==> src/rtl/lcs_pkg.sv <==
`default_nettype none
// ----------------------------------------------------------------------------
// lcs_pkg
// Shared widths, codes and types of the load-cell tare and calibrate scaler.
// ----------------------------------------------------------------------------
package lcs_pkg;

    localparam int KIND_W      = 2;
    localparam int SAMPLE_W    = 24;
    localparam int OFFSET_W    = 24;
    localparam int COEFF_W     = 25;
    localparam int WEIGHT_W    = 25;
    localparam int MASS_W      = 16;
    localparam int SUM_W       = 28;
    localparam int CNT_W       = 4;
    localparam int RUN_LENGTH  = 10;

    localparam int CFG_IDX_W   = 2;
    localparam int CFG_W       = 25;

    localparam int DIV_N_W     = SUM_W;
    localparam int DIV_D_W     = COEFF_W;
    localparam int DIV_STEPS   = DIV_N_W;
    localparam int DIV_CNT_W   = $clog2(DIV_STEPS + 1);

    localparam int QUEUE_DEPTH = 2;
    localparam int QPTR_W      = (QUEUE_DEPTH > 1) ? $clog2(QUEUE_DEPTH) : 1;
    localparam int QCNT_W      = $clog2(QUEUE_DEPTH + 1);

    // The run average is the sum times a rounded-up reciprocal of the run
    // length. Four shift bits beyond the sum width keep the floor exact for
    // every sum the run can reach.
    localparam int     RECIP_SHIFT = SUM_W + 4;
    localparam longint RUN_RECIP   = ((longint'(1) <<< RECIP_SHIFT) + longint'(RUN_LENGTH)
                                      - longint'(1)) / longint'(RUN_LENGTH);
    localparam int     RECIP_W     = $clog2(RUN_RECIP + 1);
    localparam int     PROD_W      = SUM_W + RECIP_W;

    localparam logic [RECIP_W-1:0]  RUN_RECIP_K  = RECIP_W'(RUN_RECIP);
    localparam logic [OFFSET_W-1:0] OFFSET_RESET = '0;
    localparam logic [COEFF_W-1:0]  COEFF_RESET  = COEFF_W'(1);
    localparam logic [MASS_W-1:0]   MASS_RESET   = MASS_W'(1);

    typedef enum logic [KIND_W-1:0] {
        KIND_MEASURE = 2'd0,
        KIND_TARE    = 2'd1,
        KIND_CAL     = 2'd2
    } t_kind;

    typedef enum logic [CFG_IDX_W-1:0] {
        CFG_KNOWN_MASS    = 2'd0,
        CFG_OFFSET_PRESET = 2'd1,
        CFG_COEFF_PRESET  = 2'd2
    } t_cfg_idx;

    typedef enum logic [1:0] {
        OP_MEASURE,
        OP_ACCUM,
        OP_TARE_END,
        OP_CAL_END
    } t_op;

    typedef struct packed {
        t_op              op;
        logic [SUM_W-1:0] arg;
    } t_cmd;

    typedef struct packed {
        logic               start;
        logic [DIV_N_W-1:0] dividend;
        logic [DIV_D_W-1:0] divisor;
    } t_div_req;

    typedef struct packed {
        logic               busy;
        logic               done;
        logic [DIV_N_W-1:0] quot;
    } t_div_rsp;

    typedef enum logic [2:0] {
        ST_IDLE,
        ST_MEAS,
        ST_TARE,
        ST_CAL_AVG,
        ST_CAL_DIV
    } t_back_state;

endpackage
`default_nettype wire

==> src/rtl/lcs_in_if.sv <==
`default_nettype none
// ----------------------------------------------------------------------------
// lcs_in_if
// Input item channel: kind tag and raw converter sample.
// ----------------------------------------------------------------------------
interface lcs_in_if import lcs_pkg::*; ();
    logic                valid;
    logic                ready;
    logic [KIND_W-1:0]   kind;
    logic [SAMPLE_W-1:0] sample;

    modport source (output valid, output kind, output sample, input ready);
    modport sink   (input valid, input kind, input sample, output ready);
endinterface
`default_nettype wire

==> src/rtl/lcs_front.sv <==
`default_nettype none
// ----------------------------------------------------------------------------
// lcs_front
// Accepts items, tracks the tare/calibrate run and sums its samples, and
// turns each item into one command for the back end.
// ----------------------------------------------------------------------------
module lcs_front import lcs_pkg::*; (
    input  wire logic i_clk,
    input  wire logic i_rst_n,
    lcs_in_if.sink    i_item,
    output logic      o_push,
    output t_cmd      o_cmd,
    input  wire logic i_full
);

    logic [KIND_W-1:0] r_run_kind, n_run_kind;
    logic [SUM_W-1:0]  r_sum, n_sum;
    logic [CNT_W-1:0]  r_cnt, n_cnt;

    logic             is_run;
    logic             same_run;
    logic [SUM_W-1:0] sum_inc;
    logic [CNT_W-1:0] cnt_inc;

    assign i_item.ready = !i_full;
    assign o_push       = i_item.valid && !i_full;

    always_comb begin
        is_run   = (i_item.kind == KIND_TARE) || (i_item.kind == KIND_CAL);
        same_run = (r_run_kind == i_item.kind);
        sum_inc  = (same_run ? r_sum : '0) + SUM_W'(i_item.sample);
        cnt_inc  = (same_run ? r_cnt : '0) + CNT_W'(1);

        n_run_kind = '0;
        n_sum      = '0;
        n_cnt      = '0;
        o_cmd.arg  = sum_inc;

        if (is_run) begin
            if (cnt_inc >= CNT_W'(RUN_LENGTH)) begin
                o_cmd.op = (i_item.kind == KIND_TARE) ? OP_TARE_END : OP_CAL_END;
            end else begin
                o_cmd.op   = OP_ACCUM;
                n_run_kind = i_item.kind;
                n_sum      = sum_inc;
                n_cnt      = cnt_inc;
            end
        end else begin
            // Measure (and the unused fourth code) abandons any open run.
            o_cmd.op  = OP_MEASURE;
            o_cmd.arg = SUM_W'(i_item.sample);
        end
    end

    always_ff @(posedge i_clk) begin
        if (!i_rst_n) begin
            r_run_kind <= '0;
            r_sum      <= '0;
            r_cnt      <= '0;
        end else if (o_push) begin
            r_run_kind <= n_run_kind;
            r_sum      <= n_sum;
            r_cnt      <= n_cnt;
        end
    end

endmodule
`default_nettype wire

==> src/flat_wrapper.sv <==
// flat-port wrapper written by rule: the top's interface ports become plain ports
module lcs_front_flat import lcs_pkg::*;
  (i_clk, i_rst_n, o_push, o_cmd, i_full, i_item_valid, i_item_kind, i_item_sample, i_item_ready);
  lcs_in_if i_item_i ();
  input  wire logic i_clk;
  input  wire logic i_rst_n;
  output logic o_push;
  output t_cmd o_cmd;
  input  wire logic i_full;
  input wire logic [$bits(i_item_i.valid)-1:0] i_item_valid;
  input wire logic [$bits(i_item_i.kind)-1:0] i_item_kind;
  input wire logic [$bits(i_item_i.sample)-1:0] i_item_sample;
  output wire logic [$bits(i_item_i.ready)-1:0] i_item_ready;
  assign i_item_i.valid = i_item_valid;
  assign i_item_i.kind = i_item_kind;
  assign i_item_i.sample = i_item_sample;
  assign i_item_ready = i_item_i.ready;
  lcs_front u_core (.i_clk(i_clk), .i_rst_n(i_rst_n), .i_item(i_item_i), .o_push(o_push), .o_cmd(o_cmd), .i_full(i_full));
endmodule
==> config.mk <==
export PLATFORM = sky130hd
export DESIGN_NAME = lcs_front_flat
export DESIGN_NICKNAME = d
export VERILOG_FILES = /design/src/rtl/lcs_pkg.sv /design/src/rtl/lcs_in_if.sv /design/src/rtl/lcs_front.sv /design/src/flat_wrapper.sv
export SDC_FILE = /design/constraint.sdc
export NUM_CORES = 1
export LEC_CHECK = 0
export ABC_CLOCK_PERIOD_IN_PS = 6350
export BUFFER_PORTS_ARGS = -buffer_cell sky130_fd_sc_hd__buf_2
export CAP_MARGIN = 20
export CORE_MARGIN = 8
export CORE_UTILIZATION = 45
export CTS_CLUSTER_DIAMETER = 150
export DETAILED_ROUTE_END_ITERATION = 12
export GPL_TIMING_DRIVEN = 0
export PLACE_DENSITY = 0.67
export SETUP_SLACK_MARGIN = 0.2
export SLEW_MARGIN = 20
export SYNTH_ARGS = -nofsm -noshare
export SYNTH_HDL_FRONTEND = slang
export SYNTH_SLANG_ARGS = --single-unit
==> constraint.sdc <==
create_clock -name i_clk -period 6.35 [get_ports i_clk]
set_input_delay 0.3175 -clock i_clk [delete_from_list [all_inputs] [get_ports i_clk]]
set_output_delay 0.3175 -clock i_clk [all_outputs]
set_load 0.05 [all_outputs]
After elaboration in Yosys (flattened, before gate mapping). Index checks and enable logic that the tools add are counted.

Register bits after elaboration: 34. Input bits: 30. Output and inout port bits: 32. Logic and storage cells: 24.

Add/sub/neg operators: 2. $lt $le $gt $ge: 1. Eq/ne operators: 3. Muxes and demuxes: 12. Reductions and logical operators: 3.

Operators with widths (count): $mux W28 (4); $add A28 B24 Y28 (1); $mux W4 (3); $mux W2 (4); $add A4 B1 Y4 const B (1); $ge A4 B4 Y1 const B (1); $eq A2 B1 Y1 const B (1); $eq A2 B2 Y1 (1); $eq A2 B2 Y1 const B (1); $logic_and A1 B1 Y1 (1); $logic_not A1 Y1 (1); $logic_or A1 B1 Y1 (1); $mux W1 (1).

Depth between registers and ports, before layout. Gate-level depths: netlist of run 1.

Word-level depth: 6. Gate-level depth with buffers: 14. Depth with buffers taken out: 12.

Worst setup path after synthesis of run 1. No wires, ideal clock.

Kind: register to output. Start point: register u_core.r_run_kind[0]. End point: output o_cmd[22] in the netlist's numbering. Data arrival time: 3.935 ns. Data required time: 6.032 ns. Setup slack: 2.097 ns. Cell stages (with the launch flop): 15. Buffers on the path: 2. Path through: dfxtp_1 -> xor2_1 -> nor2_1 -> clkbuf_1 -> clkbuf_1 -> and2_1 -> ha_1 -> fa_1 -> a21o_1 -> a221o_2 -> nand3b_1 -> o211ai_2 -> a31oi_1 -> xor2_1 -> o21ai_0.

RTL lines: from (decl) (line lcs_front.sv:16) `logic [KIND_W-1:0] r_run_kind, n_run_kind;`; from (signal assigned) (line lcs_front.sv:61) `r_run_kind <= n_run_kind;`; to (decl) (line flat_wrapper.sv:8) `output t_cmd o_cmd;`.

==> reports/qor.csv, run 1 <==
stage,metric,value,unit
worst_hold_path,hold_path.class,input pin to register,
clocking,cts_tree,yes,
timing,worstMarginPinSlew,634,ps
die,io_pins,62,
timing,finalHoldViolCount,0,
cells_and_area,fin_nets,573,
setup_path,end_kind,primary output,
global_route,track_usage,18.8,%
cells_and_area,fillers,782,
timing,setup_viol,0,
cells_and_area,n_antenna_cell,0,
pwr,powerDensity,165,nW/um^2
place,place_area,3750,sq um
timing,skew,7.67,ps
timing,rsz0062_at_grt,no,
logic_synthesis,synth_fp_nets,505,
pwr,vdd_drop_max,0.108,mV
global_route,grt_start_max_net_pins,11,
logic_synthesis,ys_seq_area_share,20.5,%
place,routabilityCongestion,0.910,
logic_synthesis,syn_area_per_cell,7.44,sq um
global_route,grt_overflow,0,
clocking,cts.htree.levels,2,
flow_run,drv_cap,0,
logic_synthesis,netlist_area,3320,sq um
die,rows,31,
setup_path,worstPathArrival,4650,ps
detailed_routing,wl_per_cell,15.6,um
setup_path,crit_type,register to primary output,
setup_path,cp-start-kind,register,
cells_and_area,drive_above_1_share,17.5,%
clocking,cts_setup_buffers,0,
die,die_area,10400,sq um
logic_synthesis,yosysWarningCount,0,
logic_synthesis,async_flop_share,0,%
cells_and_area,seq_area,681,sq um
detailed_routing,drt_wl_total,9.57,mm
detailed_routing,vias_per_cell,5.61,
die,chipHeight,102,um
cells_and_area,fin_util,53.2,%
detailed_routing,ant_nets,0,
logic_synthesis,ys_types,59,
cells_and_area,area_growth,15.7,%
clocking,numCtsBuffers,5,
status,status,finished clean,
detailed_routing,drtPass1Iterations,4,
cells_and_area,final_area,3840,sq um
pwr,power.leakage,1.72,nW
logic_synthesis,synth-main-ff-cell,dfxtp_1,
place,port_buffers,61,
global_route,grt_pass1_wl,15.8,mm
setup_path,critPathRequiredTime,6030,ps
logic_synthesis,ys_ff_latch,34,
die,die_w,102,um
logic_synthesis,synthCells,446,
timing,worst_slack,1390,ps
detailed_routing,drt_iter0_drc,169,
place,place_ws,1700,ps
timing,timing.final.max_slew_violations,0,
clocking,clkLatencyLatePin,300,ps
die,initial_core_util,46.0,%
global_route,grt_pass1_vias,3313,
setup_path,path_max_fanout,10,
timing,max_freq,0.201,GHz
clocking,clkTransAtPathRegs,80,ps
clocking,post_cts_resized,0,
clocking,cts.sinks,34,
timing,slew-limit-headroom,56.7,%
global_route,antenna_found_initial,0,
detailed_routing,vias,3442,
logic_synthesis,synth-edff-count,0,
clocking,root_buffer,clkbuf_8,
clocking,clock_path_buffers,2,
die,design.core.area,7210,sq um
timing,finalCritPeriodShare,78.2,%
timing,finalCriticalPeriod,4960,ps
clocking,cts_hold_buf,0,
cells_and_area,multi_input_area,2510,sq um
detailed_routing,drc,0,
timing,tns,0,ps
place,hpwl,7.43,mm
==> flip-flops by register name, indices dropped and copies added, names as in the netlist <==
signal,count
u_core.r_run_kind,2
u_core.r_cnt,4
u_core.r_sum,28
==> power breakdown <==
group	internal (mW)	switching, mW	leakage, nW
registers	0.220	0.00304	0.276
clock network	0.0877	0.0906	0.0482
logic	0.0635	0.169	1.39
total	0.371	0.263	1.72
==> synthesized netlist by cell type (12+ instances only) <==
cell | n | area (sq um)
a21oi_1 | 28 | 140
and2_1 | 30 | 188
nor2_1 | 17 | 63.8
clkbuf_1 | 17 | 63.8
dfxtp_1 | 34 | 681
ha_1 | 28 | 350
xnor2_1 | 12 | 105
nand2_1 | 75 | 282
xor2_1 | 15 | 131
o21ai_0 | 44 | 220
and3_1 | 12 | 75.1
nor2b_1 | 20 | 125
==> final cells by class <==
class / instances / area share (%)
multi-input cells: 380 / 65.3
flip-flops and latches: 34 / 17.7
repair buffers: 61 / 7.95
well taps: 99 / 3.23
plain buffers: 23 / 2.54
clock buffers: 7 / 2.25
inverters: 9 / 0.880
clock inverters: 1 / 0.130
==> layer usage <==
layer | vias to the layer above | GRT usage [%] | wire (um)
li1 | 1729 | - | -
met1 | 1612 | 23.5 | 4220
met2 | 90 | 32.2 | 4720
met3 | 11 | 3.07 | 539
met4 | 0 | 5.76 | 92
met5 | - | 0 | 0
==> cells in the final DEF, fill, tap and decap left out, types with 12 or more instances in the layout <==
cell,instances
nor2_1,17
nand2_1,75
a21oi_1,28
xor2_1,15
ha_1,28
and2_1,30
dfxtp_1,34
nor2b_1,20
o21ai_0,44
xnor2_1,12
clkbuf_1,18
buf_2,65
and3_1,12
==> worst max-delay path, cell delays in order (launching register included) <==
cell and delay, ps:
dfxtp_1 320, xor2_1 190, nor2_1 280, clkbuf_1 390, clkbuf_1 430, clkbuf_1 410
and2_1 200, ha_1 250, nand2_1 180, nor3_4 320, nand3_1 120, a2111oi_0 520
nor3_1 120, xor2_1 180, o21ai_0 150, buf_2 280
==> final timing paths <==
check	to	startpoint	cells after the start	slack, ps
setup / recovery	o_cmd[23]	u_core.r_run_kind[0]$_SDFFE_PN0P_	15	1390
hold / removal	u_core.r_run_kind[1]$_SDFFE_PN0P_	i_item_kind[1]	3	340
setup reg to reg	u_core.r_sum[26]$_SDFFE_PN0P_	u_core.r_run_kind[0]$_SDFFE_PN0P_	14	2170
hold reg to reg	u_core.r_sum[20]$_SDFFE_PN0P_	u_core.r_sum[20]$_SDFFE_PN0P_	2	450
==> metrics by stage <==
stage | hold WS (ps) | instances | total power [mW]
2_1_floorplan | 417 | 446 | 0.399
3_3_place_gp | 429 | 606 | 0.459
3_5_place_dp | 438 | 606 | 0.461
4_1_cts | 341 | 614 | 0.638
5_1_grt | 364 | 614 | 0.665
6_report | 342 | 614 | 0.634
==> cells by family (layout without fill, tap and decap cells) <==
group                    after synthesis  count (layout)  share of synthesized area, %
AND/OR/NAND/NOR                      188             188                          28.8
AO/OA/AOI/OAI                        132             132                          27.2
flip-flops                            34              34                          20.5
buffers and inverters                 32             101                          3.96
adder cells (fa/ha/maj)               29              29                          11.2
XOR/XNOR                              27              27                          7.12
multiplexers                           4               4                          1.32
Power figures use the tool's default switching activity.
==> inputs of run 2 (changes only) <==
Settings changed: ABC_CLOCK_PERIOD_IN_PS 6350 to 4800.
Clock period 6.35 ns to 4.8 ns, I/O delays scaled along.
==> run 2 against run 1 <==
Die area is the same. Clock power grew 31%. Worst hold slack lost 59 ps. Via count grew 0.23%. Setup slack lost 1000 ps. Critical endpoint unchanged. Largest power group unchanged.
==> reports/qor.csv, run 2 (synthesized netlist as in run 1, its figures left out) <==
stage,metric,value,unit
clocking,clock_path_buffers,2,
pwr,vdd_drop_max,0.143,mV
place,port_buffers,61,
detailed_routing,drt_wl_total,9.66,mm
global_route,grt_pass1_vias,3313,
timing,worstMarginPinSlew,623,ps
cells_and_area,drive_above_1_share,18.6,%
timing,rsz0062_at_grt,yes,
global_route,track_usage,18.8,%
timing,timing.final.max_slew_violations,0,
place,hpwl,7.43,mm
detailed_routing,drt_iter0_drc,155,
setup_path,crit_type,register to primary output,
global_route,antenna_found_initial,0,
flow_run,drv_cap,0,
clocking,numCtsBuffers,5,
die,io_pins,62,
pwr,power.leakage,1.73,nW
global_route,grt_pass1_wl,15.8,mm
timing,finalCritPeriodShare,92.2,%
global_route,grt_start_max_net_pins,11,
clocking,clkTransAtPathRegs,70,ps
cells_and_area,final_cell_mix,"nand2_1, buf_2, o21ai_0",
die,initial_core_util,46.0,%
detailed_routing,drc,0,
timing,skew,5.67,ps
setup_path,rr_worst_depth,14,
setup_path,reg2reg_slack,1090,ps
timing,slew-limit-headroom,58.4,%
die,rows,31,
detailed_routing,ant_nets,0,
global_route,grt_overflow,0,
setup_path,path_cells,xor2_2 -> nor2_1 -> clkbuf_2 -> clkbuf_2 -> clkbuf_2 -> and2_1 -> ha_1 -> nand2_1 -> nor3_4 -> nand3_1 -> a2111oi_1 -> nor3_1 -> xor2_1 -> o21ai_0 -> buf_2,
clocking,cts.sinks,34,
cells_and_area,layout_commonest_cell,nand2_1,
timing,finalHoldViolCount,0,
setup_path,cp_top_family,simple AND/OR/NAND/NOR gates,
setup_path,slowest_delay,450,ps
die,design.core.area,7210,sq um
timing,setup_viol,0,
cells_and_area,largest_reg_flops,28,
status,status,finished clean,
clocking,root_buffer,clkbuf_8,
worst_hold_path,hp-start,i_item_kind[1],
timing,max_freq,0.226,GHz
setup_path,cp-start-kind,register,
worst_hold_path,holdPathStages,3,
clocking,clkLatencyLatePin,300,ps
clocking,cts_hold_buf,0,
worst_hold_path,hold_end,u_core.r_run_kind[1]$_SDFFE_PN0P_,
detailed_routing,drtPass1Iterations,5,
cells_and_area,seq_area,681,sq um
cells_and_area,fin_nets,573,
pwr,p_total,0.840,mW
detailed_routing,wl_per_cell,15.7,um
cells_and_area,area_growth,16.6,%
detailed_routing,vias_per_cell,5.62,
place,routabilityCongestion,0.910,
timing,tns,0,ps
clocking,cts.htree.levels,2,
die,die_w,102,um
timing,finalCriticalPeriod,4430,ps
cells_and_area,multi_input_area,2530,sq um
clocking,cts_tree,yes,
setup_path,end_kind,primary output,
setup_path,timing.rr.end,u_core.r_sum[23]$_SDFFE_PN0P_,
detailed_routing,vias,3450,
setup_path,r2r_start,u_core.r_run_kind[0]$_SDFFE_PN0P_,
setup_path,critPathRequiredTime,4560,ps
cells_and_area,top_regs,"u_core.r_sum x28, u_core.r_cnt x4, u_core.r_run_kind x2",
die,die_area,10400,sq um
setup_path,cpMostUsedCell,clkbuf_2,
cells_and_area,fillers,774,
worst_hold_path,hold_path.class,input pin to register,
pwr,powerDensity,217,nW/um^2
die,chipHeight,102,um
setup_path,path_max_fanout,10,
cells_and_area,top_register,u_core.r_sum,
cells_and_area,n_antenna_cell,0,
setup_path,path_buf_inv,4,
setup_path,cp_slowest_cell,a2111oi_1,
setup_path,worstPathArrival,4190,ps
[run 2: cell types whose count changed in the layout (fill, tap and decap cells not counted), sizes merged]
cell	previous run	this run
buf	65	64
clkbuf	25	26
[run 2: where the power goes]
group          total (mW)  leakage (nW)  internal [mW]  switching [mW]
sequential          0.295         0.276          0.291         0.00430
combinational       0.311          1.41         0.0853           0.225
clock               0.234        0.0482          0.116           0.118
[run 2: per-layer routing]
layer	share of wire (%)	global-route usage (%)	vias up
li1	-	-	1729
met1	45	23.5	1617
met2	49	32.2	91
met3	5.2	3.07	13
met4	1.3	5.76	0
met5	0	0	-
[run 2: how the worst max path moves through the flow]
stage                            to                              start  depth (start not counted)  slack [ps]
after floorplan           o_cmd[22]  u_core.r_run_kind[0]$_SDFFE_PN0P_                         14         620
final                     o_cmd[23]  u_core.r_run_kind[0]$_SDFFE_PN0P_                         15         370
after global routing      o_cmd[23]  u_core.r_run_kind[1]$_SDFFE_PN0P_                         15         180
after CTS                 o_cmd[23]  u_core.r_run_kind[0]$_SDFFE_PN0P_                         15         270
after detailed placement  o_cmd[23]                     i_item_kind[0]                         16         300
after global placement    o_cmd[26]                     i_item_kind[0]                         15         350
[run 2: timing repair]
| item | CTS | global route |
|---|---|---|
| endpoints found under the setup margin | 5 | 6 |
| pin swaps | 0 | 0 |
| gates resized for setup | 3 | 7 |
| buffers inserted | 0 | 0 |
[run 2: stage by stage]
step           instances  hold WS [ps]  area, sq um  utilization [%]  setup WS [ps]
6_report             614           282         3870             53.7            374
5_1_grt              614           300         3870             53.7            183
4_1_cts              614           263         3840             53.3            269
3_5_place_dp         606           438         3750             52.0            304
3_3_place_gp         606           429         3750             52.0            349
2_1_floorplan        446           411         3320                -            625
[run 2: layout make-up]
| cell class | instances | share of cell area, % |
|---|---|---|
| clock buffer | 7 | 2.23 |
| timing repair buffer | 61 | 7.95 |
| sequential | 34 | 17.6 |
| inverter | 9 | 0.873 |
| tap | 99 | 3.20 |
| clock inverter | 1 | 0.129 |
| multi-input combinational | 380 | 65.4 |
| buffer | 23 | 2.65 |
[run 2: tightest hold or removal path, delay by kind of cell]
family / cells / cell delay [ps]
compound gates: 1 / 70
buf+inv: 1 / 130
simple gates: 1 / 100
