<file path="src/rtl/lcs_pkg.sv">
`default_nettype none
// ----------------------------------------------------------------------------
// lcs_pkg
// Shared widths, codes and types of the load-cell tare and calibrate scaler.
// ----------------------------------------------------------------------------
package lcs_pkg;

    localparam int KIND_W      = 2;
    localparam int SAMPLE_W    = 24;
    localparam int OFFSET_W    = 24;
    localparam int COEFF_W     = 25;
    localparam int WEIGHT_W    = 25;
    localparam int MASS_W      = 16;
    localparam int SUM_W       = 28;
    localparam int CNT_W       = 4;
    localparam int RUN_LENGTH  = 10;

    localparam int CFG_IDX_W   = 2;
    localparam int CFG_W       = 25;

    localparam int DIV_N_W     = SUM_W;
    localparam int DIV_D_W     = COEFF_W;
    localparam int DIV_STEPS   = DIV_N_W;
    localparam int DIV_CNT_W   = $clog2(DIV_STEPS + 1);

    localparam int QUEUE_DEPTH = 2;
    localparam int QPTR_W      = (QUEUE_DEPTH > 1) ? $clog2(QUEUE_DEPTH) : 1;
    localparam int QCNT_W      = $clog2(QUEUE_DEPTH + 1);

    // The run average is the sum times a rounded-up reciprocal of the run
    // length. Four shift bits beyond the sum width keep the floor exact for
    // every sum the run can reach.
    localparam int     RECIP_SHIFT = SUM_W + 4;
    localparam longint RUN_RECIP   = ((longint'(1) <<< RECIP_SHIFT) + longint'(RUN_LENGTH)
                                      - longint'(1)) / longint'(RUN_LENGTH);
    localparam int     RECIP_W     = $clog2(RUN_RECIP + 1);
    localparam int     PROD_W      = SUM_W + RECIP_W;

    localparam logic [RECIP_W-1:0]  RUN_RECIP_K  = RECIP_W'(RUN_RECIP);
    localparam logic [OFFSET_W-1:0] OFFSET_RESET = '0;
    localparam logic [COEFF_W-1:0]  COEFF_RESET  = COEFF_W'(1);
    localparam logic [MASS_W-1:0]   MASS_RESET   = MASS_W'(1);

    typedef enum logic [KIND_W-1:0] {
        KIND_MEASURE = 2'd0,
        KIND_TARE    = 2'd1,
        KIND_CAL     = 2'd2
    } t_kind;

    typedef enum logic [CFG_IDX_W-1:0] {
        CFG_KNOWN_MASS    = 2'd0,
        CFG_OFFSET_PRESET = 2'd1,
        CFG_COEFF_PRESET  = 2'd2
    } t_cfg_idx;

    typedef enum logic [1:0] {
        OP_MEASURE,
        OP_ACCUM,
        OP_TARE_END,
        OP_CAL_END
    } t_op;

    typedef struct packed {
        t_op              op;
        logic [SUM_W-1:0] arg;
    } t_cmd;

    typedef struct packed {
        logic               start;
        logic [DIV_N_W-1:0] dividend;
        logic [DIV_D_W-1:0] divisor;
    } t_div_req;

    typedef struct packed {
        logic               busy;
        logic               done;
        logic [DIV_N_W-1:0] quot;
    } t_div_rsp;

    typedef enum logic [2:0] {
        ST_IDLE,
        ST_MEAS,
        ST_TARE,
        ST_CAL_AVG,
        ST_CAL_DIV
    } t_back_state;

endpackage
`default_nettype wire

</file>
<file path="src/rtl/lcs_queue.sv">
`default_nettype none
// ----------------------------------------------------------------------------
// lcs_queue
// Short command queue between the front and back ends.
// ----------------------------------------------------------------------------
module lcs_queue import lcs_pkg::*; (
    input  wire logic i_clk,
    input  wire logic i_rst_n,
    input  wire logic i_push,
    input  wire t_cmd i_cmd,
    output logic      o_full,
    output logic      o_valid,
    output t_cmd      o_cmd,
    input  wire logic i_pop
);

    t_cmd              r_mem [QUEUE_DEPTH];
    logic [QPTR_W-1:0] r_wptr, r_rptr;
    logic [QCNT_W-1:0] r_count;

    assign o_full  = (r_count == QCNT_W'(QUEUE_DEPTH));
    assign o_valid = (r_count != '0);
    assign o_cmd   = r_mem[r_rptr];

    always_ff @(posedge i_clk) begin
        if (i_push) begin
            r_mem[r_wptr] <= i_cmd;
        end
    end

    always_ff @(posedge i_clk) begin
        if (!i_rst_n) begin
            r_wptr  <= '0;
            r_rptr  <= '0;
            r_count <= '0;
        end else begin
            if (i_push) begin
                r_wptr <= (r_wptr == QPTR_W'(QUEUE_DEPTH - 1)) ? '0 : r_wptr + QPTR_W'(1);
            end
            if (i_pop) begin
                r_rptr <= (r_rptr == QPTR_W'(QUEUE_DEPTH - 1)) ? '0 : r_rptr + QPTR_W'(1);
            end
            if (i_push && !i_pop) begin
                r_count <= r_count + QCNT_W'(1);
            end else if (i_pop && !i_push) begin
                r_count <= r_count - QCNT_W'(1);
            end
        end
    end

endmodule
`default_nettype wire

</file>
<file path="config.mk">
export PLATFORM = sky130hd
export DESIGN_NAME = lcs_queue
export DESIGN_NICKNAME = d
export VERILOG_FILES = /design/src/rtl/lcs_pkg.sv /design/src/rtl/lcs_queue.sv
export SDC_FILE = /design/constraint.sdc
export NUM_CORES = 1
export LEC_CHECK = 0
export BUFFER_PORTS_ARGS = -buffer_cell sky130_fd_sc_hd__buf_2
export CAP_MARGIN = 30
export CORE_MARGIN = 2
export CORE_UTILIZATION = 30
export DETAILED_ROUTE_END_ITERATION = 8
export PLACE_DENSITY = 0.55
export SLEW_MARGIN = 20
export SYNTH_ARGS = -nofsm -noshare
export SYNTH_HDL_FRONTEND = slang
export SYNTH_SLANG_ARGS = --single-unit
</file>
<file path="constraint.sdc">
create_clock -name i_clk -period 2.7 [get_ports i_clk]
set_input_delay 0.27 -clock i_clk [delete_from_list [all_inputs] [get_ports i_clk]]
set_output_delay 0.27 -clock i_clk [all_outputs]
set_load 0.005 [all_outputs]
</file>
**Word-level counts from Yosys, hierarchy flattened**

Memory sizes are Yosys's and may differ from the RTL's. A register that Yosys moved wholly into a read port is not among the register bits.
Cells that the tools add are included.

- Bits in registers: 4
- Bits of input ports: 34
- Memories: 1
- Bits in writable memories: 60
- Logic and storage cells: 23

- Equal/unequal tests: 1
- Multiplexer cells: 8
- Add/sub/neg operators: 4
- Reduce and logical (&&, ||, !) cells: 6

Memory list:

| name | depth | width | read ports | clocked after memory_dff | wr ports | RTL line | source |
|---|---|---|---|---|---|---|---|
| r_mem | 2 | 30 | 1 | 1 | 1 | lcs_queue.sv:17 | `t_cmd r_mem [QUEUE_DEPTH];` |

Operator list:

| kind | number |
|---|---|
| 1-bit two-way mux | 6 |
| 2-bit two-way mux | 2 |
| 2-bit nonzero test | 2 |
| 1-bit adder (second input constant) | 2 |
| 2-bit by 1-bit adder with 2-bit output (second input constant) | 1 |
| 2-bit == test (second input constant) | 1 |
| 1-bit logical AND | 2 |
| 1-bit logical NOT | 2 |
| 2-bit by 1-bit subtractor with 2-bit output (second input constant) | 1 |

**Longest topological paths before layout**

Gate-level depths: netlist (run 1).

- Word-level depth: 4
- Gate-level depth with buffers: 5

**Least setup slack after synthesis (run 1)**

Ideal clock, no wire load.

- Kind: flip-flop to flip-flop
- Start: register r_wptr
- End: memory r_mem[0][0] (netlist name), enable pin
- Data arrival time: 1689 ps
- Clock period less this slack: 2111 ps
- Path buffers: 0
- Setup slack: 589 ps
- Data required time: 2278 ps
- Stages on the path, launching flop included: 2
- Cells stage by stage: dfxtp_1 nor2b_1

RTL lines:

| item | RTL line | source |
|---|---|---|
| start: declaration | lcs_queue.sv:18 | `logic [QPTR_W-1:0] r_wptr, r_rptr;` |
| start signal: assignment | lcs_queue.sv:38 | `r_wptr <= (r_wptr == QPTR_W'(QUEUE_DEPTH - 1)) ? '0 : r_wptr + QPTR_W'(1);` |
| end: declaration | lcs_queue.sv:17 |  |

No word-level cell before the write port.

==> metrics.md, run 1 <==
| Metric | Value |
|---|---|
| Reg power frac | 55.1% |
| CP startpoint kind | register |
| Register area share after synthesis | 80.0% |
| Commonest non-fill, non-tap cells in the layout | 65 x buf_2, 60 x edfxtp_1, 30 x mux2_2, 9 x clkbuf_8, 5 x dfxtp_1 |
| Slowest CP cell | mux2_2 |
| Clock Sinks | 65 |
| LEAKAGE | approximately 1.1 nW |
| Comb pwr share | between 10% and 20% |
| Final slew viol count | 0 |
| Clock skew | a little under 3 ps |
| Clock power share | 34.9% |
| Pin count of the biggest net entering global routing | 32 |
| WP data arrival | between 1500 and 2000 ps |
| Core area | between 7000 and 8000 um^2 |
| Final instance area | between 3000 and 4000 um^2 |
| RePlAce Congestion | 0.644 |
| Synthesized cell area | about 2400 um^2 |
| Hold WC Path Type | in2reg |
| Routed Antenna Nets | 0 |
| Cells after Synth | approximately 120 |
| Register bit total from synthesis | 65 |
| Insertion delay to the later sink of the worst-skew pair | approximately 330 ps |
| Vias in the first global route | 1,232 |
| Global-route wire length before repair | approximately 6000 um |
| Minimum clock period | between 1500 and 2000 ps |
| Crit-path cells | buf_4 -> mux2_2 -> buf_2 |
| Post-CTS setup buffer count | 0 |
| CTS resizes | 0 |
| Final hold violations | 0 |
| Max H-tree Level | 3 |
| Placement Cell Area | between 2000 and 3000 um^2 |
| Fraction of layout cells with a size suffix above 1 | approximately 58% |
| Actual slew at the worst max-slew pin | 435 ps |
| First drt pass iteration count | 4 |
| Rows | 32 |
| Grt ovf | 0 |
| DR iter-0 viols | 38 |
| CP required | around 2400 ps |
| Hold_buf cts | 0 |
| Psw | 0.000436 W |
| Die height | 93.0 um |
| Port Buffers | 65 |
| Max Cap Viol | 0 |
| Nets | 226 |
| Synthesis Warnings | 0 |
| CP delay by family, top | buffers and inverters |
| DPL Wire Length | ~2500 um |
| Initial antenna violation count | 0 |
| Pwr/cell area | between 700 and 800 nW/um^2 |
| Final wirelength | between 3000 and 4000 um |
| Max-slew headroom | a little over 70% |
| Routed len/inst | between 10 and 15 um |
| Final setup viols | 0 |
| Clock tree from TritonCTS | yes |
| CP bufs+invs | 2 |
| # DRC | 0 |
| Setup TNS | 0 ps |
| Status | completed |
| Max clock buf depth | 2 |
| Vias | between 1,000 and 1,500 |
| Max VDD drop | about 0.21 mV |
| Avg Cell Area, Syn | 20.7 um^2 |
| Initial Utilization | a little over 30% |
| Unique masters post-synth | 16 |
| GRT Total Usage | under 10% |
| RSZ-0062 raised after global routing | no |
| Slowest Stage Delay on Critical Path | 390 ps |
| Die boundary width | between 90 and 100 um |
| I/O pins | 66 |
| Commonest non-fill, non-tap cell in the layout | buf_2 |
| CP Capture Type | output pin |
| Syn Nets | 150 |
| Max FO, Critical Path | 30 |
| Via density | 4.22 |
| Die Area | 8650 um^2 |
| TritonCTS Buffers | 9 |
| Worst setup path category | reg2out |
| Final period util | approximately two thirds |
| Int Power | between 0.0015 and 0.002 W |
| CTS root buf | clkbuf_8 |
| Switching Fraction | between 20% and 30% |
| Area growth syn-to-layout | 27.2% |
| Ant diodes | 0 |
| Clk slew on worst S/H paths | about 60 ps |
| F_max | roughly 560 MHz |
[through the flow]
| stage | power [W] | utilization [%] | cells | worst slack [ps] | hold WS, ps |
|---|---|---|---|---|---|
| 2_1_floorplan | 0.00131 | - | 115 | 589 | 369 |
| 3_3_place_gp | 0.00141 | 37.0 | 282 | 1230 | 460 |
| 3_5_place_dp | 0.00142 | 37.0 | 282 | 1220 | 463 |
| 4_1_cts | 0.00218 | 39.3 | 298 | 849 | 105 |
| 5_1_grt | 0.00224 | 39.3 | 298 | 794 | 93.2 |
| 6_report | 0.00213 | 39.3 | 298 | 900 | 130 |
[synthesized netlist by cell type]
cell / count / share of area (%)
or3_1: 1 / 0.26
o21ai_0: 1 / 0.21
buf_2: 3 / 0.63
and2_1: 4 / 1.1
inv_1: 1 / 0.16
dfxtp_1: 5 / 4.2
nor2b_1: 2 / 0.53
and2b_2: 1 / 0.37
or2_2: 1 / 0.26
a21boi_1: 1 / 0.32
xnor2_1: 1 / 0.37
edfxtp_1: 60 / 76
o21a_1: 1 / 0.32
xor2_1: 2 / 0.74
mux2_2: 30 / 14
ha_1: 1 / 0.53
[logic make-up (layout without fill, tap and decap cells)]
kind of cell | after synthesis | count (layout) | synth area share, %
multiplexers | 30 | 30 | 14.2
flip-flops | 65 | 65 | 80.0
XOR/XNOR | 3 | 3 | 1.11
adder cells (fa/ha/maj) | 1 | 1 | 0.527
buffers and inverters | 4 | 85 | 0.790
AND/OR/NAND/NOR | 9 | 9 | 2.48
AO/OA/AOI/OAI | 3 | 3 | 0.843
[layout make-up]
cell class,count,area (um^2)
Fill cell,739,4660
Clock buffer,12,135
Sequential cell,65,1900
Clock inverter,4,43.8
Multi-Input combinational cell,46,463
Tap cell,102,128
Inverter,1,3.75
Timing Repair Buffer,68,348
[final timing paths]
kind | startpoint | endpoint | slack (ps) | cells past startpoint
worst min-delay path | i_cmd[17] | r_mem[1][17] | 130 | 1
worst min register to register | r_count[1] | r_count[1] | 500 | 2
worst max register to register | r_wptr | r_mem[1][20] | 1430 | 2
worst max-delay path | register | o_cmd[6] | 900 | 3
[power groups by stage]
stage / logic, W / clock network [W] / registers [W]
global placement: 0.000218 / 0 / 0.00120
finish: 0.000214 / 0.000744 / 0.00118
global route: 0.000239 / 0.000824 / 0.00118
CTS: 0.000221 / 0.000779 / 0.00118
detailed placement: 0.000220 / 0 / 0.00120
floorplan: 0.000117 / 0 / 0.00119
[flip-flops by register name, indices dropped and copies added (netlist names), named ones only]
| register | cells |
|---|---|
| r_count | 2 |
| r_mem | 60 |
| r_rptr | 1 |
| r_wptr | 1 |
[routing by layer]
metal	vias up	share of wire (%)	GRT usage, %
met5	-	0	0
met1	620	43	10.6
met3	5	6.3	5.64
met2	39	50	15.3
met4	0	0.95	4.41
li1	594	-	-
No activity file was read; power rests on OpenSTA's default activity.
==> run 2: changes to the inputs <==
PLACE_DENSITY = 0.57   (was 0.55)
clock period = 1.55 ns   (was 2.7 ns; I/O delays follow)
==> run 2 against run 1 <==
Against the previous run: sequential power is 75% higher; wire length is 9.6% higher; count of clock-buffer cells in the layout is 2 lower; clock power is 72% higher; sequential cell count stayed put; setup slack worse by 860 ps; die area stayed put; final cell count is 4.7% higher; sequential share of layout area is 3.9 points lower.
==> metrics.md, run 2 (synthesis gave the netlist of run 1 again) <==
| Metric | Value |
|---|---|
| Largest Register | r_mem (unchanged) |
| Placement Cell Area | 2890 um^2 (was 2840 um^2) |
| Status | completed (unchanged) |
| Rows | 32 (unchanged) |
| Worst flop-to-flop path startpoint | r_wptr (unchanged) |
| Die height | 93.0 um (unchanged) |
| CP Capture Type | output pin (unchanged) |
| # DRC | 0 (unchanged) |
| Routed len/inst | 14.0 um (was 13.4 um) |
| Commonest non-fill, non-tap cell in the layout | buf_2 (unchanged) |
| Multi-input combinational cell area | 474 um^2 (was 463 um^2) |
| Pin count of the biggest net entering global routing | 23 (was 32) |
| F_max | approximately 660 MHz |
| Worst r2r path cells | 2 (unchanged) |
| WP data arrival | 1360 ps (was 1530 ps) |
| Routed Antenna Nets | 0 (unchanged) |
| Via density | 4.17 (was 4.22) |
| Reg2reg end | r_mem[0][16] (was r_mem[1][20]) |
| Max FO, Critical Path | 9 (was 30) |
| Core area | 7690 um^2 (unchanged) |
| GRT Total Usage | 10.2% (was 9.74%) |
| I/O pins | 66 (unchanged) |
| RSZ-0062 raised after global routing | yes (was no) |
| Final period util | between 90% and 100% |
| Initial antenna violation count | 1 (was 0) |
| First drt pass iteration count | 4 (unchanged) |
| CP required | 1390 ps (was 2430 ps) |
| Clk slew on worst S/H paths | 70 ps (was 60 ps) |
| Hold WC Path Type | in2reg (unchanged) |
| Actual slew at the worst max-slew pin | 263 ps (was 435 ps) |
| Worst setup path category | reg2out (unchanged) |
| RePlAce Congestion | 0.657 (was 0.644) |
| Max Cap Viol | 0 (unchanged) |
| Regs by FF count | r_mem x60, r_count x2 (unchanged) |
| R2R Setup Slk | 420 ps (was 1430 ps) |
| Clock tree from TritonCTS | yes (unchanged) |
| Storage cell area | 1910 um^2 (was 1900 um^2) |
| Fillers | 728 (was 739) |
| Minimum clock period | between 1500 and 2000 ps |
| DR iter-0 viols | 32 (was 38) |
| Die Area | 8650 um^2 (unchanged) |
| Final instance area | 3230 um^2 (was 3020 um^2) |
| Max VDD drop | 0.536 mV (was 0.207 mV) |
| Max H-tree Level | 3 (unchanged) |
| CP startpoint kind | register (unchanged) |
| Layout Utilization | 42.0% (was 39.3%) |
| LEAKAGE | 1.24 nW (was 1.15 nW) |
| Clock skew | 3.98 ps (was 2.94 ps) |
| Final wirelength | 4380 um (was 3990 um) |
| Max clock buf depth | 2 (unchanged) |
| Max-slew headroom | 82.4% (was 71.0%) |
| Final slew viol count | 0 (unchanged) |
| Pwr/cell area | 1170 nW/um^2 (was 706 nW/um^2) |
| CTS root buf | clkbuf_8 (unchanged) |
| Vias | 1,301 (was 1,258) |
| Area growth syn-to-layout | 35.8% (was 27.2%) |
| Initial Utilization | 30.9% (unchanged) |
| Final hold violations | 0 (unchanged) |
| Post-CTS setup buffer count | 0 (unchanged) |
| Commonest non-fill, non-tap cells in the layout | 65 x buf_2, 60 x edfxtp_1, 27 x mux2_2, 9 x clkbuf_8, 9 x dlygate4sd3_1 (was 65 x buf_2, 60 x edfxtp_1, 30 x mux2_2, 9 x clkbuf_8, 5 x dfxtp_1) |
| Global-route wire length before repair | 6400 um (was 6010 um) |
| Port Buffers | 65 (unchanged) |
| Worst setup endpoint | o_cmd[28] (was o_cmd[6]) |
| Final setup viols | 0 (unchanged) |
| Fraction of layout cells with a size suffix above 1 | 56.9% (was 57.7%) |
| Number of flip-flops in the largest register | 60 (unchanged) |
| Vias in the first global route | 1,310 (was 1,232) |
| DPL Wire Length | 2760 um (was 2490 um) |
| Clock Sinks | 65 (unchanged) |
| Insertion delay to the later sink of the worst-skew pair | 320 ps (was 330 ps) |
| Grt ovf | 0 (unchanged) |
| Nets | 240 (was 226) |
| TritonCTS Buffers | 9 (unchanged) |
| Die boundary width | 93.0 um (unchanged) |
run 2: changes by cell type in the layout (fill, tap and decap cells not counted), moves of 2 or more:
cell           before  now
buf_12              0    3
buf_6               0    2
clkbuf_1            3    1
dlygate4sd3_1       0    9
mux2_2             30   27
mux2_4              0    3
run 2: report_power, final:
group	leakage (nW)	total [W]	switching, W	internal (W)
logic	0.544	0.000445	0.000183	0.000262
registers	0.605	0.00206	0.0000344	0.00202
clock network	0.0910	0.00128	0.000565	0.000717
run 2: worst min-delay path by stage:
| stage | startpoint | endpoint | slack [ps] | depth (start not counted) |
|---|---|---|---|---|
| floorplan | i_cmd[0] | r_mem[0][0] | 250 | 0 |
| global placement | i_cmd[18] | r_mem[0][18] | 340 | 1 |
| detailed placement | i_cmd[13] | r_mem[1][13] | 350 | 1 |
| CTS | i_cmd[7] | r_mem[0][7] | 0.8 | 1 |
| global route | i_cmd[7] | r_mem[0][7] | -0.6 | 1 |
| finish | i_cmd[7] | r_mem[0][7] | 20 | 1 |
run 2: critical path: stages (launching register included):
cell and delay [ps]:
dfxtp_4 410, clkbuf_16 170, mux2_2 330, buf_2 130
run 2: stage by stage:
stage	instances	setup WS (ps)	power, W	hold WS (ps)	TNS (ps)
finish	312	37.0	0.00378	21.1	0
global route	311	-23.2	0.00395	-0.647	-296
CTS	308	-12.7	0.00379	0.756	-63.2
detailed placement	285	299	0.00249	347	0
global placement	285	296	0.00248	342	0
floorplan	115	13.8	0.00228	254	0
run 2: final cells by class:
type,instances,share of cell area [%]
tap,102,3.96
antenna,1,0.0775
sequential,65,59.1
clock inverter,5,1.47
multi-input combinational,46,14.7
inverter,1,0.116
timing repair buffer,82,16.7
clock buffer,10,3.96
run 2: timing repair:
action                                  CTS  global route
gates resized for setup                   1            11
hold buffers                              8             1
hold endpoints to repair                 15             2
gates cloned                              0             2
endpoints found under the setup margin   19            30
run 2: routing by layer:
| metal | part of all wire (%) | vias up | GRT usage [%] |
|---|---|---|---|
| li1 | - | 626 | - |
| met1 | 43 | 630 | 12.6 |
| met2 | 49 | 41 | 15.0 |
| met3 | 7.2 | 4 | 5.00 |
| met5 | 0 | - | 0 |
| met4 | 0.75 | 0 | 5.15 |
==> run 3: changes to the inputs <==
PLACE_DENSITY = 0.62   (was 0.57)
SKIP_LAST_GASP = 1   (was not set)
clock period = 1.36 ns   (was 1.55 ns; I/O delays follow)
==> run 3 against run 2 <==
Against the previous run: the run now ends with setup timing left; design area increased by 6.8%; global-route usage rose by 0.89 points; register-to-register slack worse by 180 ps; combinational power increased by 27%.
==> metrics.md, run 3 (synthesis gave the netlist of run 1 again) <==
| Metric | Value |
|---|---|
| Nets | 258 (was 240) |
| Post-CTS setup buffer count | 0 (unchanged) |
| Final hold violations | 0 (unchanged) |
| Area growth syn-to-layout | 45.0% (was 35.8%) |
| Rows | 32 (unchanged) |
| CP startpoint kind | register (unchanged) |
| CTS root buf | clkbuf_8 (unchanged) |
| Global-route wire length before repair | 7070 um (was 6400 um) |
| Max VDD drop | 0.642 mV (was 0.536 mV) |
| Max Cap Viol | 0 (unchanged) |
| Violated checks | setup timing |
| DPL Wire Length | 2630 um (was 2760 um) |
| Storage cell area | 1910 um^2 (unchanged) |
| Pin count of the biggest net entering global routing | 32 (was 23) |
| Fraction of layout cells with a size suffix above 1 | 53.1% (was 56.9%) |
| Status | finished, violations left (was completed) |
| Initial Utilization | 30.9% (unchanged) |
| Max-slew headroom | 87.2% (was 82.4%) |
| Max clock buf depth | 2 (unchanged) |
| Vias | 1,372 (was 1,301) |
| Fillers | 697 (was 728) |
| Final slew viol count | 0 (unchanged) |
| Final wirelength | 4430 um (was 4380 um) |
| Max H-tree Level | 3 (unchanged) |
| Hold WC Path Type | in2reg (unchanged) |
| Insertion delay to the later sink of the worst-skew pair | 330 ps (was 320 ps) |
| Minimum clock period | around 1500 ps |
| Die boundary width | 93.0 um (unchanged) |
| DR iter-0 viols | 42 (was 32) |
| Final WS setup | -127 ps (was 37.0 ps) |
| Grt ovf | 0 (unchanged) |
| TritonCTS Buffers | 9 (unchanged) |
| Largest Register | r_mem (unchanged) |
| First drt pass iteration count | 3 (was 4) |
| Commonest non-fill, non-tap cell in the layout | buf_2 (unchanged) |
| Core area | 7690 um^2 (unchanged) |
| Final period util | 109% |
| CP Capture Type | output pin (unchanged) |
| Clock skew | 8.29 ps (was 3.98 ps) |
| Via density | 4.16 (was 4.17) |
| Regs by FF count | r_mem x60, r_count x2 (unchanged) |
| Port Buffers | 65 (unchanged) |
| Slowest CP cell | dfxtp_4 (unchanged) |
| Die height | 93.0 um (unchanged) |
| Number of flip-flops in the largest register | 60 (unchanged) |
| GRT Total Usage | 11.1% (was 10.2%) |
| Setup TNS | -3190 ps (was 0 ps) |
| Initial antenna violation count | 0 (was 1) |
| Die Area | 8650 um^2 (unchanged) |
| RSZ-0062 raised after global routing | yes (unchanged) |
| Slowest Stage Delay on Critical Path | 400 ps (was 410 ps) |
| Actual slew at the worst max-slew pin | 191 ps (was 263 ps) |
| WP data arrival | 1350 ps (was 1360 ps) |
| Max FO, Critical Path | 12 (was 9) |
| Worst setup path category | reg2out (unchanged) |
| Vias in the first global route | 1,496 (was 1,310) |
| Routed len/inst | 13.4 um (was 14.0 um) |
| Multi-input combinational cell area | 483 um^2 (was 474 um^2) |
| Final instance area | 3450 um^2 (was 3230 um^2) |
| # DRC | 0 (unchanged) |
| Final setup viols | 30 (was 0) |
| Clock Sinks | 65 (unchanged) |
| LEAKAGE | 1.33 nW (was 1.24 nW) |
| CP required | 1220 ps (was 1390 ps) |
| RePlAce Congestion | 0.619 (was 0.657) |
| I/O pins | 66 (unchanged) |
| Pwr/cell area | 1290 nW/um^2 (was 1170 nW/um^2) |
| Commonest non-fill, non-tap cells in the layout | 62 x buf_2, 60 x edfxtp_1, 29 x dlygate4sd3_1, 25 x mux2_2, 9 x clkbuf_8 (was 65 x buf_2, 60 x edfxtp_1, 27 x mux2_2, 9 x clkbuf_8, 9 x dlygate4sd3_1) |
| Clk slew on worst S/H paths | 70 ps (about the same) |
| F_max | between 600 and 700 MHz |
| Clock tree from TritonCTS | yes (unchanged) |
| Crit-path cells | buf_12 -> mux2_2 -> buf_2 (was clkbuf_16 -> mux2_2 -> buf_2) |
| Routed Antenna Nets | 0 (unchanged) |
| Placement Cell Area | 2900 um^2 (was 2890 um^2) |
| Ant diodes | 0 (was 1) |
run 3: critical path: cells and delay by family (launching register included):
kind     cells  cell delay, ps
mux          1             340
flops        1             400
buf+inv      2             290
run 3: stage by stage:
| stage | std cells | util (%) | setup WS, ps | hold WS [ps] | power, W |
|---|---|---|---|---|---|
| 3_5_place_dp | 284 | 37.7 | 163 | 328 | 0.00284 |
| 2_1_floorplan | 115 | - | 141 | 235 | 0.00261 |
| 4_1_cts | 330 | 44.8 | -165 | 1.76 | 0.00451 |
| 5_1_grt | 330 | 44.8 | -188 | 1.06 | 0.00464 |
| 3_3_place_gp | 284 | 37.7 | 178 | 324 | 0.00284 |
| 6_report | 330 | 44.8 | -127 | 16.1 | 0.00443 |
run 3: where the power goes:
| part | switching (W) | internal (W) |
|---|---|---|
| Sequential | 0.0000378 | 0.00230 |
| Combinational | 0.000218 | 0.000345 |
| Clock | 0.000700 | 0.000826 |
run 3: layout make-up:
cell class	count	share of cell area [%]
tap	102	3.70
clock inverter	7	1.78
clock buffer	9	3.59
sequential	65	55.3
timing repair buffer	100	21.5
inverter	1	0.109
multi-input combinational	46	14.0
run 3: metal layers:
layer  wire [um]  GRT usage [%]  up-vias
li1            -              -      661
met1        1840           12.6      657
met2        2230           18.7       49
met3         306           4.03        5
met4          50           5.15        0
met5           0              0        -
run 3: worst paths after layout:
path	from	end	slack, ps	cells after the start
worst max-delay path	register	o_cmd[13]	-130	3
worst min register to register	r_count[1]	r_count[1]	500	2
worst max register to register	r_wptr	r_mem[1][1]	240	2
worst min-delay path	i_cmd[0]	r_mem[0][0]	20	1
run 3: timing repair:
item / 4_1_cts / 5_1_grt
pin swaps: 0 / 0
hold endpoints to repair: 58 / 0
gates cloned: 1 / 0
setup endpoints to repair: 30 / 30
gates resized for setup: 12 / 0
hold buffers: 29 / 0
